[src/sv/bbc_pkg.sv]
// shared types, constants and helper functions for the bracket balance checker
package bbc_pkg;

    // default sizing
    localparam int DEF_STACK_DEPTH     = 32;
    localparam int DEF_MAX_LINE_LENGTH = 4096;

    // fixed field widths
    localparam int SYM_W = 8;
    localparam int POS_W = 12;
    localparam int POS_MAX = 4095;

    // bracket characters
    localparam logic [SYM_W-1:0] CH_LPAREN = 8'h28;
    localparam logic [SYM_W-1:0] CH_RPAREN = 8'h29;
    localparam logic [SYM_W-1:0] CH_LANGLE = 8'h3C;
    localparam logic [SYM_W-1:0] CH_RANGLE = 8'h3E;
    localparam logic [SYM_W-1:0] CH_LBRACK = 8'h5B;
    localparam logic [SYM_W-1:0] CH_RBRACK = 8'h5D;
    localparam logic [SYM_W-1:0] CH_LBRACE = 8'h7B;
    localparam logic [SYM_W-1:0] CH_RBRACE = 8'h7D;

    // opener codes as stored on the stack
    localparam logic [1:0] OP_PAREN = 2'd0;
    localparam logic [1:0] OP_ANGLE = 2'd1;
    localparam logic [1:0] OP_BRACK = 2'd2;
    localparam logic [1:0] OP_BRACE = 2'd3;

    // result kinds
    localparam logic RK_STATUS = 1'b0;
    localparam logic RK_CLOSER = 1'b1;

    typedef enum logic [1:0] {
        LS_BALANCED   = 2'd0,
        LS_CORRUPTED  = 2'd1,
        LS_INCOMPLETE = 2'd2,
        LS_OVERFLOW   = 2'd3
    } line_status_t;

    typedef struct packed {
        logic [SYM_W-1:0] symbol;
        logic             end_of_line;
    } in_beat_t;

    typedef struct packed {
        logic             result_kind;
        line_status_t     line_status;
        logic [POS_W-1:0] error_position;
        logic [SYM_W-1:0] offending_symbol;
        logic [SYM_W-1:0] closer_symbol;
        logic             final_result;
    } out_beat_t;

    typedef enum logic [2:0] {
        ST_IDLE,
        ST_MATCH,
        ST_STATUS,
        ST_READ,
        ST_EMIT
    } ctrl_state_t;

    // controller to datapath
    typedef struct packed {
        logic capture;      // latch the input beat
        logic push;         // push opener of the input beat
        logic fault;        // record a fault on the input beat
        logic fault_ovf;    // that fault is an overflow, else corruption
        logic pop_read;     // read the top of stack
        logic match;        // compare popped opener with saved symbol
        logic advance;      // step the character position
        logic load_status;  // load status result into output register
        logic drain_read;   // read next opener for completion
        logic load_closer;  // load closer result into output register
        logic clear;        // clear line state
    } bbc_cmd_t;

    // datapath to controller
    typedef struct packed {
        logic is_opener;
        logic in_eol;       // end of line flag of the beat on the input
        logic stack_empty;
        logic stack_full;
        logic line_ok;
        logic saved_eol;
        logic incomplete;
        logic drain_done;
    } bbc_stat_t;

    // opener lookup: {hit, code}
    function automatic logic [2:0] opener_lookup(input logic [SYM_W-1:0] sym);
        logic [2:0] r;
        case (sym)
            CH_LPAREN: r = {1'b1, OP_PAREN};
            CH_LANGLE: r = {1'b1, OP_ANGLE};
            CH_LBRACK: r = {1'b1, OP_BRACK};
            CH_LBRACE: r = {1'b1, OP_BRACE};
            default:   r = 3'b000;
        endcase
        return r;
    endfunction

    function automatic logic [SYM_W-1:0] closer_of(input logic [1:0] code);
        logic [SYM_W-1:0] r;
        case (code)
            OP_PAREN: r = CH_RPAREN;
            OP_ANGLE: r = CH_RANGLE;
            OP_BRACK: r = CH_RBRACK;
            OP_BRACE: r = CH_RBRACE;
            default:  r = CH_RPAREN;
        endcase
        return r;
    endfunction

endpackage

[src/sv/bbc_ram.sv]
// generic single-write, single-read RAM with registered read data
module bbc_ram #(
    parameter int WIDTH = 2,
    parameter int DEPTH = 32
) (
    input  logic                     aclk,
    input  logic                     wr_en,
    input  logic [$clog2(DEPTH)-1:0] wr_addr,
    input  logic [WIDTH-1:0]         wr_data,
    input  logic                     rd_en,
    input  logic [$clog2(DEPTH)-1:0] rd_addr,
    output logic [WIDTH-1:0]         rd_data
);

    logic [WIDTH-1:0] mem [DEPTH];
    logic [WIDTH-1:0] rd_data_reg;

    // write port
    always_ff @(posedge aclk) begin
        if (wr_en) begin
            mem[wr_addr] <= wr_data;
        end
    end

    // registered read port
    always_ff @(posedge aclk) begin
        if (rd_en) begin
            rd_data_reg <= mem[rd_addr];
        end
    end

    assign rd_data = rd_data_reg;

endmodule

[src/sv/bbc_ctrl.sv]
// sequencing state machine of the bracket balance checker
module bbc_ctrl (
    input  logic              aclk,
    input  logic              aresetn,
    input  logic              s_valid,
    output logic              s_ready,
    output logic              m_valid,
    input  logic              m_ready,
    input  bbc_pkg::bbc_stat_t stat,
    output bbc_pkg::bbc_cmd_t  cmd
);
    import bbc_pkg::*;

    ctrl_state_t state_reg, state_next;
    logic        m_valid_reg, m_valid_next;
    logic        in_fire;
    logic        out_free;
    logic        out_load;

    assign s_ready  = (state_reg == ST_IDLE);
    assign in_fire  = s_valid && s_ready;
    assign out_free = !m_valid_reg || m_ready;
    assign m_valid  = m_valid_reg;

    // state and output-valid registers
    always_ff @(posedge aclk) begin
        if (!aresetn) begin
            state_reg   <= ST_IDLE;
            m_valid_reg <= 1'b0;
        end else begin
            state_reg   <= state_next;
            m_valid_reg <= m_valid_next;
        end
    end

    // next state
    always_comb begin
        state_next = state_reg;
        case (state_reg)
            ST_IDLE: begin
                if (in_fire) begin
                    if (stat.line_ok && !stat.is_opener && !stat.stack_empty) begin
                        state_next = ST_MATCH;
                    end else if (stat.in_eol) begin
                        state_next = ST_STATUS;
                    end
                end
            end
            ST_MATCH: begin
                state_next = stat.saved_eol ? ST_STATUS : ST_IDLE;
            end
            ST_STATUS: begin
                if (out_free) begin
                    state_next = stat.incomplete ? ST_READ : ST_IDLE;
                end
            end
            ST_READ: begin
                state_next = ST_EMIT;
            end
            ST_EMIT: begin
                if (out_free) begin
                    state_next = stat.drain_done ? ST_IDLE : ST_READ;
                end
            end
            default: state_next = ST_IDLE;
        endcase
    end

    // command outputs
    always_comb begin
        cmd      = '0;
        out_load = 1'b0;
        case (state_reg)
            ST_IDLE: begin
                if (in_fire) begin
                    cmd.capture = 1'b1;
                    if (stat.line_ok && stat.is_opener) begin
                        cmd.push      = !stat.stack_full;
                        cmd.fault     = stat.stack_full;
                        cmd.fault_ovf = 1'b1;
                        cmd.advance   = 1'b1;
                    end else if (stat.line_ok && stat.stack_empty) begin
                        cmd.fault   = 1'b1;
                        cmd.advance = 1'b1;
                    end else if (stat.line_ok) begin
                        cmd.pop_read = 1'b1;
                    end else begin
                        cmd.advance = 1'b1;
                    end
                end
            end
            ST_MATCH: begin
                cmd.match   = 1'b1;
                cmd.advance = 1'b1;
            end
            ST_STATUS: begin
                if (out_free) begin
                    cmd.load_status = 1'b1;
                    cmd.clear       = !stat.incomplete;
                    out_load        = 1'b1;
                end
            end
            ST_READ: begin
                cmd.drain_read = 1'b1;
            end
            ST_EMIT: begin
                if (out_free) begin
                    cmd.load_closer = 1'b1;
                    cmd.clear       = stat.drain_done;
                    out_load        = 1'b1;
                end
            end
            default: begin
                cmd = '0;
            end
        endcase
    end

    // result valid tracking
    always_comb begin
        if (out_load) begin
            m_valid_next = 1'b1;
        end else if (m_ready) begin
            m_valid_next = 1'b0;
        end else begin
            m_valid_next = m_valid_reg;
        end
    end

endmodule

[src/sv/bbc_dp.sv]
// datapath: opener stack, line state, fault record and result register
module bbc_dp #(
    parameter int STACK_DEPTH     = bbc_pkg::DEF_STACK_DEPTH,
    parameter int MAX_LINE_LENGTH = bbc_pkg::DEF_MAX_LINE_LENGTH
) (
    input  logic               aclk,
    input  logic               aresetn,
    input  bbc_pkg::in_beat_t  s_data,
    output bbc_pkg::out_beat_t m_data,
    input  bbc_pkg::bbc_cmd_t  cmd,
    output bbc_pkg::bbc_stat_t stat
);
    import bbc_pkg::*;

    localparam int LVL_W  = $clog2(STACK_DEPTH + 1);
    localparam int ADDR_W = $clog2(STACK_DEPTH);
    localparam int POS_CAP_I = (MAX_LINE_LENGTH - 1 > POS_MAX) ? POS_MAX
                                                             : MAX_LINE_LENGTH - 1;
    localparam logic [POS_W-1:0] POS_CAP = POS_W'(POS_CAP_I);

    logic [LVL_W-1:0]  level_reg;
    logic [LVL_W-1:0]  idx_reg;
    line_status_t      cond_reg;
    logic [POS_W-1:0]  pos_reg;
    logic [POS_W-1:0]  err_pos_reg;
    logic [SYM_W-1:0]  err_sym_reg;
    logic [SYM_W-1:0]  sym_reg;
    logic              eol_reg;
    out_beat_t         out_reg;

    logic [2:0]        op_hit;
    logic [1:0]        rd_code;
    logic [SYM_W-1:0]  rd_closer;
    logic              mismatch;
    logic              fault_now;
    logic [LVL_W-1:0]  level_dec;
    logic [LVL_W-1:0]  idx_dec;
    logic              ram_rd_en;
    logic [ADDR_W-1:0] ram_rd_addr;

    // opener decode and popped-entry check
    assign op_hit    = opener_lookup(s_data.symbol);
    assign rd_closer = closer_of(rd_code);
    assign mismatch  = (rd_closer != sym_reg);
    assign fault_now = cmd.fault || (cmd.match && mismatch);
    assign level_dec = level_reg - LVL_W'(1);
    assign idx_dec   = idx_reg - LVL_W'(1);

    // stack storage
    assign ram_rd_en   = cmd.pop_read || cmd.drain_read;
    assign ram_rd_addr = cmd.drain_read ? idx_dec[ADDR_W-1:0] : level_dec[ADDR_W-1:0];

    bbc_ram #(
        .WIDTH (2),
        .DEPTH (STACK_DEPTH)
    ) u_stack (
        .aclk    (aclk),
        .wr_en   (cmd.push),
        .wr_addr (level_reg[ADDR_W-1:0]),
        .wr_data (op_hit[1:0]),
        .rd_en   (ram_rd_en),
        .rd_addr (ram_rd_addr),
        .rd_data (rd_code)
    );

    // status toward the controller
    assign stat.is_opener   = op_hit[2];
    assign stat.in_eol      = s_data.end_of_line;
    assign stat.stack_empty = (level_reg == '0);
    assign stat.stack_full  = (level_reg == LVL_W'(STACK_DEPTH));
    assign stat.line_ok     = (cond_reg == LS_BALANCED);
    assign stat.saved_eol   = eol_reg;
    assign stat.incomplete  = (cond_reg == LS_BALANCED) && (level_reg != '0);
    assign stat.drain_done  = (idx_reg == '0);

    // input beat capture
    always_ff @(posedge aclk) begin
        if (!aresetn) begin
            eol_reg <= 1'b0;
        end else if (cmd.capture) begin
            eol_reg <= s_data.end_of_line;
        end
    end

    always_ff @(posedge aclk) begin
        if (cmd.capture) begin
            sym_reg <= s_data.symbol;
        end
    end

    // line state: stack level, condition, position, first fault
    always_ff @(posedge aclk) begin
        if (!aresetn || cmd.clear) begin
            level_reg   <= '0;
            cond_reg    <= LS_BALANCED;
            pos_reg     <= '0;
            err_pos_reg <= '0;
            err_sym_reg <= '0;
        end else begin
            if (cmd.push) begin
                level_reg <= level_reg + LVL_W'(1);
            end else if (cmd.match) begin
                level_reg <= level_dec;
            end
            if (fault_now) begin
                cond_reg    <= cmd.fault_ovf ? LS_OVERFLOW : LS_CORRUPTED;
                err_pos_reg <= pos_reg;
                err_sym_reg <= cmd.match ? sym_reg : s_data.symbol;
            end
            if (cmd.advance && (pos_reg < POS_CAP)) begin
                pos_reg <= pos_reg + POS_W'(1);
            end
        end
    end

    // completion drain index
    always_ff @(posedge aclk) begin
        if (!aresetn) begin
            idx_reg <= '0;
        end else if (cmd.load_status) begin
            idx_reg <= level_reg;
        end else if (cmd.drain_read) begin
            idx_reg <= idx_dec;
        end
    end

    // result register
    always_ff @(posedge aclk) begin
        if (cmd.load_status) begin
            out_reg.result_kind      <= RK_STATUS;
            out_reg.line_status      <= stat.incomplete ? LS_INCOMPLETE : cond_reg;
            out_reg.error_position   <= err_pos_reg;
            out_reg.offending_symbol <= err_sym_reg;
            out_reg.closer_symbol    <= '0;
            out_reg.final_result     <= !stat.incomplete;
        end else if (cmd.load_closer) begin
            out_reg.result_kind      <= RK_CLOSER;
            out_reg.line_status      <= LS_INCOMPLETE;
            out_reg.error_position   <= '0;
            out_reg.offending_symbol <= '0;
            out_reg.closer_symbol    <= rd_closer;
            out_reg.final_result     <= stat.drain_done;
        end
    end

    assign m_data = out_reg;

endmodule

[src/sv/bracket_balance_checker_top.sv]
// top level of the bracket balance checker
// Checks one text line at a time for balanced brackets ( < [ {, one character byte per
// input beat, with end_of_line on the last byte. Openers and bytes on an empty stack or
// after a fault are handled on acceptance; any other closer also passes a match state,
// since the popped opener comes from the stack RAM's registered read port. After the
// last byte one status beat follows; an incomplete line then yields its missing closers
// innermost first, each read from the RAM in a read state and loaded in an emit state,
// and input is held off until the last result of the line has been loaded into the
// output register. A result waiting at the output only stalls the block when a further
// result is due. Fault positions count from zero and saturate at MAX_LINE_LENGTH-1
// (4095 at most); a push past STACK_DEPTH reports stack overflow and no closers.
module bracket_balance_checker_top #(
    parameter int STACK_DEPTH     = bbc_pkg::DEF_STACK_DEPTH,
    parameter int MAX_LINE_LENGTH = bbc_pkg::DEF_MAX_LINE_LENGTH
) (
    input  logic               aclk,
    input  logic               aresetn,
    input  logic               s_valid,
    output logic               s_ready,
    input  bbc_pkg::in_beat_t  s_data,
    output logic               m_valid,
    input  logic               m_ready,
    output bbc_pkg::out_beat_t m_data
);
    import bbc_pkg::*;

    bbc_cmd_t  cmd;
    bbc_stat_t stat;

    // sequencing
    bbc_ctrl u_ctrl (
        .aclk    (aclk),
        .aresetn (aresetn),
        .s_valid (s_valid),
        .s_ready (s_ready),
        .m_valid (m_valid),
        .m_ready (m_ready),
        .stat    (stat),
        .cmd     (cmd)
    );

    // stack, line state and result register
    bbc_dp #(
        .STACK_DEPTH     (STACK_DEPTH),
        .MAX_LINE_LENGTH (MAX_LINE_LENGTH)
    ) u_dp (
        .aclk    (aclk),
        .aresetn (aresetn),
        .s_data  (s_data),
        .m_data  (m_data),
        .cmd     (cmd),
        .stat    (stat)
    );

endmodule

[config.mk]
export PLATFORM = sky130hd
export DESIGN_NAME = bracket_balance_checker_top
export DESIGN_NICKNAME = d
export VERILOG_FILES = /design/src/sv/bbc_pkg.sv /design/src/sv/bbc_ram.sv /design/src/sv/bbc_ctrl.sv /design/src/sv/bbc_dp.sv /design/src/sv/bracket_balance_checker_top.sv
export SDC_FILE = /design/constraint.sdc
export NUM_CORES = 1
export LEC_CHECK = 0
export ABC_AREA = 1
export BUFFER_PORTS_ARGS = -buffer_cell sky130_fd_sc_hd__buf_4
export CAP_MARGIN = 5
export CORE_MARGIN = 10
export CORE_UTILIZATION = 55
export DETAILED_ROUTE_END_ITERATION = 10
export PLACE_DENSITY = 0.76
export SKIP_LAST_GASP = 1
export SLEW_MARGIN = 20
export SYNTH_ARGS = -nofsm -noshare
export SYNTH_HDL_FRONTEND = slang
export SYNTH_SLANG_ARGS = --single-unit
[constraint.sdc]
create_clock -name aclk -period 2.15 [get_ports aclk]
set_clock_uncertainty 0.1 [all_clocks]
set_input_delay 0.43 -clock aclk [delete_from_list [all_inputs] [get_ports aclk]]
set_output_delay 0.43 -clock aclk [all_outputs]
set_load 0.01 [all_outputs]
Yosys cells after proc, flatten, opt, wreduce, memory -nomap -nowiden
Memory sizes are Yosys's and may differ from the RTL's. A register that Yosys moved wholly into a read port is not among the register bits.
Cells that the tools add are included.
{"block": "classes", "n_addsub": 4, "n_lt_le_gt_ge": 1, "eq_ne": 17, "n_mux": 48, "n_reduce_logical": 30}
{"cell": "31-bit two-way mux", "count": 2}
{"cell": "8-bit case mux with 4 select lines", "count": 1}
{"cell": "6-bit two-way mux", "count": 4}
{"cell": "1-bit two-way mux", "count": 22}
{"cell": "8-bit by 6-bit == test with 1-bit output, second input constant", "count": 2}
{"cell": "8-bit by 7-bit == test with 1-bit output, second input constant", "count": 2}
{"cell": "3-bit two-way mux", "count": 5}
{"cell": "5-bit two-way mux", "count": 3}
{"cell": "3-bit case mux with 5 select lines", "count": 1}
{"cell": "12-bit by 1-bit adder with 12-bit output, second input constant", "count": 1}
{"cell": "6-bit zero test", "count": 2}
{"cell": "12-bit less-than comparator, second input constant", "count": 1}
{"cell": "2-bit two-way mux", "count": 6}
{"cell": "3-bit case mux with 4 select lines", "count": 1}
{"cell": "6-bit by 1-bit subtractor with 6-bit output, second input constant", "count": 2}
{"cell": "1-bit logical AND", "count": 8}
{"cell": "8-bit two-way mux", "count": 1}
{"cell": "8-bit != test", "count": 1}
{"cell": "2-bit nonzero test", "count": 4}
{"cell": "6-bit by 1-bit adder with 6-bit output, second input constant", "count": 1}
{"cell": "3-bit by 2-bit == test with 1-bit output, second input constant", "count": 2}
{"cell": "6-bit == test, second input constant", "count": 1}
{"cell": "1-bit zero test", "count": 6}
{"cell": "6-bit nonzero test", "count": 1}
{"cell": "other kinds (13)", "count": 20}
{"block": "totals", "register_bits": 91, "mem_bits_rw": 64, "input_bits": 13, "out_inout_bits": 34, "elab_cells": 117, "n_memories": 1}
{"memory": "u_dp.u_stack.mem", "words": 32, "width": 2, "read_ports": 1, "rd_clocked_by_memory_dff": 1, "write_ports": 1, "line": "bbc_ram.sv:15", "source": "logic [WIDTH-1:0] mem [DEPTH];"}

Depth between registers and ports, before layout
{"block": "logic_depth", "ltp_word": 8, "depth_mapped": 15, "mapped_depth_nobuf": 15}

Cells and area by module
From an unflattened synthesis, not the netlist that was laid out.
{"block": "unflattened", "hier_cells": 849, "area_unflattened_um2": 7348.3}
{"module": "bbc_dp", "instances": 1, "cells_each": 518, "area_each_um2": 4042.6}
{"module": "bbc_ram", "instances": 1, "cells_each": 269, "area_each_um2": 2926.6}
{"module": "bbc_ctrl", "instances": 1, "cells_each": 62, "area_each_um2": 379.1}

Worst setup path after synthesis
OpenSTA, ideal clock, no wires.
{"block": "synth_path", "path_type": "input -> register", "from": "input port s_data[3] (netlist bit)", "to": "memory u_dp.u_stack.mem[0][0], data pin", "setup_ns": 0.377, "t_arrival_ns": 1.679, "t_required_ns": 1.673, "setup_slack_ns": -0.006, "path_stages": 5, "path_cell_list": "inv_1 -> nand2_1 -> nor2_1 -> nand2_1 -> a21oi_1"}
{"block": "synth_between", "elab_chain_cells": 2, "word_cells_on_any_way": 5, "classes_between": "4 x eq/ne; 1 x mux"}
{"item": "start, declared", "line": "bracket_balance_checker_top.sv:20", "source": "input bbc_pkg::in_beat_t s_data,"}
{"item": "8-bit by 7-bit == test with 1-bit output or 8-bit by 6-bit == test with 1-bit output (tied branches)", "line": "bbc_pkg.sv:92", "source": "case (sym)"}
{"item": "3-bit case mux with 4 select lines *", "line": "bbc_pkg.sv:92"}
{"item": "via u_dp.op_hit[0]", "line": "bbc_dp.sv:31", "source": "logic [2:0] op_hit;"}
{"item": "end, declared", "line": "bbc_ram.sv:15"}
Mark *: on every way through the listed nets, which the timed path passes. The rest lies on a longest branch.

Final worst setup path
{"block": "layout_path", "from": "register u_ctrl.state_reg[1]", "to": "memory u_dp.u_stack.mem[25][0], enable pin"}
{"block": "layout_between", "elab_chain_cells": 6}
{"item": "start, declared", "line": "bbc_ctrl.sv:14", "source": "ctrl_state_t state_reg, state_next;"}
{"item": "start signal, assigned", "line": "bbc_ctrl.sv:31", "source": "state_reg <= state_next;"}
{"item": "3-bit zero test *", "line": "bbc_ctrl.sv:20, bbc_ctrl.sv:73"}
{"item": "1-bit logical AND", "line": "bbc_ctrl.sv:21", "source": "assign in_fire = s_valid && s_ready;"}
{"item": "5-bit two-way mux", "line": "bbc_ctrl.sv:75", "source": "if (in_fire) begin"}
{"item": "5-bit two-way mux *", "line": "bbc_ctrl.sv:73", "source": "case (state_reg)"}
{"item": "1-bit two-way mux *", "line": "bbc_ram.sv:20", "source": "if (wr_en) begin"}
{"item": "1-bit two-way mux (implied by the code) *", "line": "bbc_ram.sv:21", "source": "mem[wr_addr] <= wr_data;"}
Mark *: on every way between the ends. The rest lies on a longest branch, timed or not.

==> impl_metrics.json <==
{
  "min_period_ns": 2.008,
  "nets": 968,
  "fmax_mhz": 498.1,
  "yosys_warnings": 0,
  "synth_top_area_cell": "edfxtp_1",
  "antenna_found_initial": 0,
  "grt.total_usage_pct": 18.33,
  "power.density_nw_per_um2": 845.7,
  "grt_pass1_vias": 5459,
  "max_stage_delay_ns": 0.38,
  "ys_seq_elements": 154,
  "clkLatencyLatePin_ns": 0.43,
  "leakage_uw": 0.003731,
  "io_pins": 47,
  "synthTopCellsByArea": "edfxtp_1, dfxtp_1, nand2_1",
  "syn_avg_cell_area_sq_um": 8.492,
  "syn-cell-area_sq_um": 7388,
  "hold_viol": 0,
  "placed_area_sq_um": 8152,
  "port_buffers": 45,
  "routabilityCongestion": 0.8723,
  "drv_cap": 0,
  "final_cells": 1137,
  "largest_register_ffs": 64,
  "synth.yosys.seq_area_share_pct": 54.87,
  "synthTopCellsByCount": "nand2_1, nor2_1, inv_1",
  "initial_utilization_pct": 56.01,
  "grt_overflow_total": 0,
  "dp_worst_setup_slack_ns": -0.04393,
  "viasPerCell": 5.306,
  "clockBufferDepth": 2,
  "r2r-start": "u_ctrl.state_reg[1]",
  "cp.required_ns": 2.17,
  "hold_buffers": 0,
  "reg2regPathDepth": 7,
  "regToRegEndpoint": "u_dp.u_stack.mem[25][0]",
  "cp.arrival_ns": 2.03,
  "status": "finished, final reports clean",
  "holdWs_ns": 0.09449,
  "critPathLaunchType": "flop",
  "die_y_um": 135.9,
  "htree_num_levels": 4,
  "yosys_most_used_dff": "edfxtp_1",
  "yosysMostFrequentCell": "nand2_1",
  "endpoint": "u_dp.u_stack.mem[25][0]",
  "cp_top_family": "simple AND/OR/NAND/NOR gates",
  "async_flop_share_pct": 0,
  "endpoint_kind": "flop",
  "crit_cells": 7,
  "wl_per_cell_um": 14.94,
  "hp-class": "in2reg",
  "place_hpwl_mm": 11.70,
  "regToRegSetupSlack_ns": 0.14,
  "synth-edff-count": 97,
  "core-area_sq_um": 13190,
  "worstSetupStartpoint": "u_ctrl.state_reg[1]",
  "syn2layout_area_growth_pct": 20.02,
  "synth_cell_types": 39,
  "dr.pass1.iters": 5,
  "critical_path_buf_inv_count": 1,
  "slowest_stage": "dfxtp_2",
  "path_clk_slew_ns": 0.06,
  "synthCells": 870,
  "ir_drop_uv": 520.7,
  "synth.top_cell.area_share_pct": 39.42,
  "die_width_um": 135.9,
  "crit_fanout": 8,
  "dieArea_sq_um": 18470,
  "drive_gt1_share_pct": 16.86,
  "antenna-diode-count": 0,
  "grt_max_degree": 34,
  "cts_buffers": 17,
  "cts_root_buffer": "clkbuf_16",
  "worst_slew_pin_slew_ns": 0.5132,
  "cts_tree": "yes",
  "postRouteAntennaNets": 0,
  "wl_mm": 16.99,
  "worst_slack_ns": 0.1425,
  "syn_nets": 890,
  "grt_pass1_wl_mm": 26.94,
  "worstSetupPathType": "reg2reg",
  "drc_errors": 0,
  "slew_headroom_pct": 65.42,
  "first_iter_violations": 447,
  "drv_slew": 0,
  "fin_area_sq_um": 8867,
  "vias": 6033,
  "setup_violations": 0,
  "rows": 42,
  "finalCritPeriodShare_pct": 93.37,
  "path_cells": "nor3_4 > nand2_2 > nor2_2 > nand3_2 > inv_2 > nand2_1 > nor2_1",
  "dp_cells": 1100,
  "finalPower_uw": 7499,
  "regMostFlops": "u_dp.u_stack.mem",
  "clock-sinks": 154
}
## through the flow
| stage | utilization (%) | setup TNS, ns |
|---|---|---|
| 2_1_floorplan | - | 0 |
| 3_3_place_gp | 61.80 | 0 |
| 3_5_place_dp | 61.80 | -0.08784 |
| 4_1_cts | 66.37 | 0 |
| 5_1_grt | 67.23 | -0.03217 |
| 6_report | 67.23 | 0 |
## metal layers
| metal | track usage, % | share of wire [%] | vias up |
|---|---|---|---|
| met5 | 0 | 0 | - |
| met4 | 7.101 | 1.8 | 0 |
| met3 | 4.723 | 6.9 | 24 |
| met2 | 28.86 | 48 | 199 |
| met1 | 23.74 | 44 | 2828 |
| li1 | - | - | 2982 |
## logic make-up after synthesis
| group | count (synthesis) | share of synthesized area [%] |
|---|---|---|
| buf+inv | 145 | 7.976 |
| fa+ha+maj | 7 | 1.185 |
| simple gates | 482 | 28.98 |
| other cells | 1 | 0.05076 |
| xor+xnor | 17 | 2.015 |
| compound gates | 64 | 4.928 |
| flops | 154 | 54.87 |
## power breakdown
group          switching, uW  leakage [uW]  internal (uW)
combinational            631       0.00206            398
sequential              94.8       0.00137           3320
clock                   1170      0.000302           1880
## worst min-delay path by stage
stage	cells after the start	slack, ns	startpoint	to
2_1_floorplan	2	0.34	u_dp.pos_reg[11]	u_dp.pos_reg[11]
3_3_place_gp	2	0.35	u_dp.m_data[1]	u_dp.m_data[1]
3_5_place_dp	2	0.35	u_dp.pos_reg[11]	u_dp.pos_reg[11]
4_1_cts	1	0.08	s_data[3]	u_dp.sym_reg[2]
5_1_grt	1	0.08	s_data[3]	u_dp.sym_reg[2]
6_report	1	0.09	s_data[3]	u_dp.sym_reg[2]
## layout by cell type (no fill, tap or decap), types with 3 or more instances in the layout
cell and instances:
o221ai_1 3, nand2_1 197, inv_2 7, dfxtp_2 3
clkinv_2 4, nand3_2 6, a21oi_1 24, o21ai_0 24
inv_1 104, inv_4 3, bufinv_16 3, or2_2 3
buf_6 3, nor3_1 5, edfxtp_1 97, buf_12 5
nand3_1 89, nand4_1 7, dfxtp_1 54, buf_4 80
clkbuf_16 17, nand3b_1 25, xor2_1 15, ha_1 6
a31oi_1 3, nor2_1 132, nand2_2 6, nor3_2 3
## final cells by class
type,instances,area [sq um]
Clock inverter,12,146.4
Fill cell,1069,4323
Tap cell,176,220.2
Timing Repair inverter,1,7.507
Sequential cell,154,4058
Inverter,114,436.7
Timing Repair Buffer,89,749.5
Multi-Input combinational cell,571,2793
Clock buffer,20,456.7
## repair_timing
| action | in CTS | in global routing |
|---|---|---|
| resized for setup | 1 | 26 |
| pin swaps | 0 | 3 |
| setup endpoints to repair | 2 | 90 |
| buffers inserted | 0 | 4 |
| gates cloned | 0 | 1 |
Power figures use the tool's default switching activity.
